`src/rtl/lobm_pkg.sv`:
```
`timescale 1ns / 1ps
// ----------------------------------------------------------------------------
// lobm_pkg
// Shared types and constants of the limit order book matcher.
// ----------------------------------------------------------------------------
package lobm_pkg;

  localparam int ID_W     = 31;
  localparam int QTY_W    = 31;
  localparam int PRICE_W  = 16;
  localparam int TPRICE_W = 10;
  localparam int COUNT_W  = 6;

  typedef enum logic {
    OP_ADD    = 1'b0,
    OP_CANCEL = 1'b1
  } op_e;

  typedef enum logic {
    KIND_TRADE  = 1'b0,
    KIND_STATUS = 1'b1
  } kind_e;

  typedef enum logic [2:0] {
    ST_ADDED      = 3'd0,
    ST_INVALID    = 3'd1,
    ST_PRICE_HIGH = 3'd2,
    ST_DUPLICATE  = 3'd3,
    ST_CANCELLED  = 3'd4,
    ST_UNKNOWN    = 3'd5,
    ST_DROPPED    = 3'd6
  } status_e;

  typedef enum logic [1:0] {
    V_CHECK   = 2'd0,
    V_INVALID = 2'd1,
    V_HIGH    = 2'd2
  } verdict_e;

  typedef enum logic [3:0] {
    S_CLEAR,
    S_IDLE,
    S_FIND,
    S_MATCH,
    S_M_HEAD,
    S_M_FILL,
    S_UL_RD,
    S_UL_WR,
    S_RELEASE,
    S_ADV_RD,
    S_ADV_CK,
    S_REST_CHK,
    S_REST_WR,
    S_REST_LINK,
    S_STATUS
  } state_e;

  typedef struct packed {
    op_e                operation;
    logic [ID_W-1:0]    oid;
    logic               side;
    logic [PRICE_W-1:0] limit_price;
    logic [QTY_W-1:0]   order_quantity;
  } in_t;

  typedef struct packed {
    kind_e               kind;
    logic [ID_W-1:0]     buyer_id;
    logic [ID_W-1:0]     seller_id;
    logic [TPRICE_W-1:0] trade_price;
    logic [QTY_W-1:0]    trade_quantity;
    status_e             status;
    logic [COUNT_W-1:0]  resting_orders;
    logic                last;
  } out_t;

  typedef struct packed {
    in_t      item;
    verdict_e verdict;
  } cmd_t;

endpackage

```
`src/rtl/lobm_front.sv`:
```
`timescale 1ns / 1ps
// ----------------------------------------------------------------------------
// lobm_front
// Accepts input items, classifies their fields and queues them for the engine.
// ----------------------------------------------------------------------------
module lobm_front #(
  parameter int PRICE_CAP = 1023
) (
  input  logic              clk_i,
  input  logic              rst_ni,
  input  logic              in_vld_i,
  input  lobm_pkg::in_t     in_data_i,
  output logic              in_stall_o,
  output logic              cmd_vld_o,
  output lobm_pkg::cmd_t    cmd_o,
  input  logic              cmd_pop_i
);

  lobm_pkg::cmd_t     fifo_q [2];
  logic               wr_q, wr_d, rd_q, rd_d;
  logic [1:0]         cnt_q, cnt_d;
  logic               push;
  lobm_pkg::cmd_t     cmd_new;

  assign in_stall_o = (cnt_q == 2'd2);
  assign push       = in_vld_i && !in_stall_o;
  assign cmd_vld_o  = (cnt_q != 2'd0);
  assign cmd_o      = fifo_q[rd_q];

  always_comb begin
    cmd_new.item = in_data_i;
    if (in_data_i.operation == lobm_pkg::OP_CANCEL) begin
      cmd_new.verdict = lobm_pkg::V_CHECK;
    end else if (in_data_i.oid == '0 || in_data_i.limit_price == '0 ||
                 in_data_i.order_quantity == '0) begin
      cmd_new.verdict = lobm_pkg::V_INVALID;
    end else if (32'(in_data_i.limit_price) > 32'(PRICE_CAP)) begin
      cmd_new.verdict = lobm_pkg::V_HIGH;
    end else begin
      cmd_new.verdict = lobm_pkg::V_CHECK;
    end
  end

  always_comb begin
    wr_d  = wr_q;
    rd_d  = rd_q;
    cnt_d = cnt_q;
    if (push) begin
      wr_d = !wr_q;
    end
    if (cmd_pop_i && cmd_vld_o) begin
      rd_d = !rd_q;
    end
    case ({push, cmd_pop_i && cmd_vld_o})
      2'b10:   cnt_d = cnt_q + 2'd1;
      2'b01:   cnt_d = cnt_q - 2'd1;
      default: cnt_d = cnt_q;
    endcase
  end

  always_ff @(posedge clk_i or negedge rst_ni) begin
    if (!rst_ni) begin
      wr_q  <= 1'b0;
      rd_q  <= 1'b0;
      cnt_q <= 2'd0;
    end else begin
      wr_q  <= wr_d;
      rd_q  <= rd_d;
      cnt_q <= cnt_d;
    end
  end

  always_ff @(posedge clk_i) begin
    if (push) begin
      fifo_q[wr_q] <= cmd_new;
    end
  end

endmodule

```
`config.mk`:
```
export PLATFORM = sky130hd
export DESIGN_NAME = lobm_front
export DESIGN_NICKNAME = d
export VERILOG_FILES = /design/src/rtl/lobm_pkg.sv /design/src/rtl/lobm_front.sv
export SDC_FILE = /design/constraint.sdc
export NUM_CORES = 1
export LEC_CHECK = 0
export ABC_AREA = 1
export BUFFER_PORTS_ARGS = -buffer_cell sky130_fd_sc_hd__buf_4
export CAP_MARGIN = 20
export CORE_ASPECT_RATIO = 0.8
export CORE_MARGIN = 5
export CORE_UTILIZATION = 50
export CTS_CLUSTER_SIZE = 24
export DETAILED_ROUTE_END_ITERATION = 6
export GPL_TIMING_DRIVEN = 0
export PLACE_DENSITY_LB_ADDON = 0.25
export SETUP_SLACK_MARGIN = 0.1
export SKIP_LAST_GASP = 1
export SLEW_MARGIN = 20
export SYNTH_ARGS = -nofsm -noshare
export SYNTH_HDL_FRONTEND = slang
export SYNTH_SLANG_ARGS = --single-unit
```
`constraint.sdc`:
```
create_clock -name clk_i -period 5.85 [get_ports clk_i]
set_input_delay 0.2925 -clock clk_i [delete_from_list [all_inputs] [get_ports clk_i]]
set_output_delay 0.2925 -clock clk_i [all_outputs]
set_load 0.02 [all_outputs]
```
Word level (Yosys, flattened, before mapping):

Memory sizes are Yosys's and may differ from the RTL's.
Index checks and enable logic that the tools add are counted.

* bits of input ports: 84
* ROM bits: 0
* flip-flop bits (word level): 4
* bits in writable memories: 164
* logic and storage cells: 28
* memories kept: 1
* bits in latches: 0

* mux-type cells: 6
* order comparisons: 1
* add/sub/neg operators: 2
* $mul: 0
* bitwise logic cells: 0
* reductions and logical operators: 12
* eq/ne operators: 3
* div/mod/pow operators: 0
* shift operators: 0

Memory list
* fifo_q: words 2, bits a word 82, read ports 1, clocked after Yosys merged registers in 0, write ports 1, RTL line lobm_front.sv:19 `lobm_pkg::cmd_t fifo_q [2];`

Operators with widths (number)
* logical NOT 31 bit: 2
* greater-than comparator 16 x 10 -> 1 bit (second input constant): 1
* logical NOT 16 bit: 1
* 2-to-1 mux 2 bit: 3
* == test 2 bit (second input constant): 2
* one-hot mux 2 bit (2 select lines): 1
* nonzero test 2 bit: 2
* logical NOT 1 bit: 3
* adder 2 x 1 -> 2 bit (second input constant): 1
* == test 2 x 1 -> 1 bit (second input constant): 1
* logical AND 1 bit: 2
* logical OR 1 bit: 2
* 2-to-1 mux 1 bit: 2
* subtractor 2 x 1 -> 2 bit (second input constant): 1

Logic depth before layout (Yosys ltp):

* depth in word-level cells: 5
* depth in mapped cells: 8

Worst setup path after synthesis:

OpenSTA, ideal clock, no wires.

* path type: reg2reg
* start: register cnt_q[1]
* end: memory fifo_q[0][0] in the netlist's numbering (enable)
* required time: 5.327 ns
* cell stages (with the launch flop): 4
* arrival time: 3.978 ns
* period minus slack after synthesis: 4.501 ns
* setup slack: 1.349 ns
* cell sequence: dfrtp_1 inv_1 o21ai_2 nor2_1

* longest elaborated chain between the ends: 5

Ends and longest elaborated chain
* start: declaration: RTL line lobm_front.sv:21 `logic [1:0] cnt_q, cnt_d;`
* start signal: assignment: RTL line lobm_front.sv:69 `cnt_q <= cnt_d;`
* == test 2 bit: RTL line lobm_front.sv:25 `assign in_stall_o = (cnt_q == 2'd2);`
* logical NOT 1 bit: RTL line lobm_front.sv:26 `assign push = in_vld_i && !in_stall_o;`
* logical AND 1 bit: RTL line lobm_front.sv:26
* 2-to-1 mux 1 bit: RTL line lobm_front.sv:74 `if (push) begin`
* 2-to-1 mux 1 bit (not written as such): RTL line lobm_front.sv:75 `fifo_q[wr_q] <= cmd_new;`
* end: declaration: RTL line lobm_front.sv:19

Every way passes these cells.

Final worst setup path:

* start: register cnt_q[1]
* end: memory fifo_q[0][57] in the netlist's numbering (enable)

The elaborated chain is that of the path after synthesis.

==> impl_metrics.yaml <==
floorplan:
  io_pins: 168
  core_area_um2: 12700
  chipHeight_um: 112
  start_util_pct: 50.6
  dieWidth_um: 137
  rows: 37
  die-area_um2: 15300
worst_hold_path:
  hold_class: "input port to register"
  hold_depth: 1
  hold_path_end: "fifo_q[1][49]"
  min_from: "in_data_i[47]"
critical_path:
  slowest_delay_ns: 0.58
  slowest_stage: "nor2_4"
  criticalPathCategory: "register to register"
  path_cells: "inv_1, o21ai_2, nor2_4, buf_16, buf_12"
  critPathRequiredTime_ns: 5.97
  regToRegStartpoint: "cnt_q[1]"
  reg2regPathDepth: 5
  end_kind: "register"
  crit_fanout: 24
  reg2reg_slack_ns: 3.85
  start_kind: "register"
  rr_endpoint: "fifo_q[0][57]"
  worstPathArrival_ns: 2.11
logic_synthesis:
  synth_top_area_cell: "edfxtp_1"
  ys_seq_elements: 168
  synthTopCellsByArea: "edfxtp_1 76%, nand2_1 15%, nor2_1 2.9%, dfrtp_1 1.6%, buf_2 1.2%"
  synth_cells: 518
  synth_area_per_cell_um2: 12.4
  ys_warn_count: 0
  seq_area_frac_synth_pct: 78.0
  yosys.area.top_type_share_pct: 76.4
  ys_types: 23
  syn-num-nets: 603
  syn_area_um2: 6440
cts:
  cts-root-buf: "clkbuf_16"
  cts_tree: "built"
  clock_latency_ns: 0.42
  clock_path_buffers: 2
  postCtsHoldBufs: 1
  numClockSinks: 168
  numCtsBuffers: 17
  clk_pin_slew_ns: 0.06
  post-cts-setup-buffers: 0
  h-tree-depth: 4
  cts-resized-gates: 0
power:
  intPower_mw: 2.98
  power.share.clock_pct: 23.3
  p_leak_nw: 3.68
  seqPwrFrac_pct: 37.2
  pwr-share-comb_pct: 39.5
  power.density_nw_per_um2: 531
  p_sw_share_pct: 35.2
  irDropWorstVdd_v: 0.000310
  switchingPower_mw: 1.62
  finalPower_mw: 4.60
sta:
  relSlewSlack_pct: 51.4
  fin_worst_skew_ns: 0.00893
  finalHoldViolCount: 0
  period_share_pct: 34.2
  fmax_ghz: 0.500
  fin_crit_ns: 2.00
  maxSlewViolCount: 0
  tightest_slew_ns: 0.727
  setup_viol: 0
  final.setup.tns_ns: 0
  rsz0062_at_grt: "false"
detailed_routing:
  drtIter0Drc: 211
  via_per_inst: 4.85
  antenna_left: 0
  wire_per_inst_um: 15.3
  postRouteWirelength_mm: 13.7
  vias: 4356
  drt-pass1-iter-count: 5
  drcViolationCount: 0
final_layout:
  nNetsFinal: 796
  antenna_cells: 0
  layout_commonest_cell: "nand2_1"
  mostFrequentLayoutCells: "258 x nand2_1, 168 x buf_4, 164 x edfxtp_1"
  syn2layout_area_growth_pct: 34.3
  drive_gt1_share_pct: 31.1
global_routing:
  grt_pass1_vias: 4447
  antenna_found_initial: 0
  grt_max_degree: 28
  grt_use_total_pct: 18.8
  grt_pass1_wl_mm: 21.8
  gr-total-overflow: 0
place:
  dp_hpwl_mm: 9.76
  gp_congestion: 0.765
  numPortBuffers: 167
status:
  status: "finished, final reports clean"
flow_run:
  maxCapViolations: 0
==> cell usage after synthesis, drive strengths merged <==
| cell | n |
|---|---|
| inv | 5 |
| nand2 | 259 |
| xnor2 | 1 |
| o21ai | 2 |
| ha | 1 |
| a21oi | 2 |
| dfrtp | 4 |
| buf | 17 |
| nor3 | 1 |
| edfxtp | 164 |
| nand4 | 5 |
| or2 | 1 |
| nor2 | 50 |
| nand3 | 1 |
| xor2 | 3 |
| a31o | 1 |
| clkbuf | 1 |
==> area by class of cell <==
type	count	area, µm²
flip-flops and latches	168	5020
fillers	949	4080
repair buffers	174	1410
multi-input cells	327	1320
clock buffers	19	433
well taps	175	219
clock inverters	12	134
plain buffers	18	91.3
inverters	5	18.8
==> registers in the layout, summed over array words and instances (netlist names) <==
register,count
wr_q,1
rd_q,1
cnt_q,2
fifo_q,164
==> per-stage QoR <==
stage                     cell area (µm²)  hold slack (ns)  cells  setup slack [ns]  util [%]
after floorplan                      6440         -0.00309    518              1.35         -
after global placement               7920           0.0898    860            -0.457      62.2
after detailed placement             8070           0.0938    866              3.84      63.4
after CTS                            8650           0.0370    898              3.83      68.0
after global routing                 8650           0.0380    898              3.74      68.0
final                                8650           0.0586    898              3.85      68.0
==> power by group through the flow <==
stage               clock network, mW  registers (mW)  logic, mW
floorplan                           0            1.76      0.998
CTS                              1.09            1.71       1.85
global route                     1.15            1.73       1.98
finish                           1.07            1.71       1.81
global placement                    0            1.79       1.73
detailed placement                  0            1.74       1.84
==> how the worst max path moves through the flow <==
| stage | start | to | slack [ns] | cells after the start |
|---|---|---|---|---|
| 2_1_floorplan | cnt_q[1] | fifo_q[0][0] | 1.35 | 3 |
| 3_3_place_gp | cnt_q[1] | fifo_q[0][35] | -0.46 | 3 |
| 3_5_place_dp | cnt_q[1] | fifo_q[0][41] | 3.84 | 5 |
| 4_1_cts | cnt_q[1] | fifo_q[0][57] | 3.83 | 5 |
| 5_1_grt | cnt_q[1] | fifo_q[0][57] | 3.74 | 5 |
| 6_report | cnt_q[1] | fifo_q[0][57] | 3.85 | 5 |
==> metal layers <==
metal / up-vias / wire length [µm] / GRT usage [%]
li1: 2128 / - / -
met1: 2047 / 5820 / 24.5
met2: 162 / 6670 / 30.2
met3: 19 / 1070 / 5.37
met4: 0 / 186 / 6.85
met5: - / 0 / 0
==> worst max-delay path, delay by kind of cell (launching register included) <==
kind	cells	cell delay (ns)
DFF	1	0.38
buffers and inverters	3	0.58
AOI/OAI and AO/OA	1	0.14
and+or+nand+nor	1	0.58
==> logic make-up (layout without fill, tap and decap cells) <==
logic type / count (synthesis) / count (layout) / share of synthesized area, %
DFF: 168 / 168 / 78.0
adders and majority gates: 1 / 1 / 0.194
buffers and inverters: 23 / 228 / 1.71
and+or+nand+nor: 317 / 317 / 18.9
xor gates and xnor gates: 4 / 4 / 0.660
AOI/OAI and AO/OA: 5 / 5 / 0.563
Note: power is estimated with default switching activity, not from simulation.
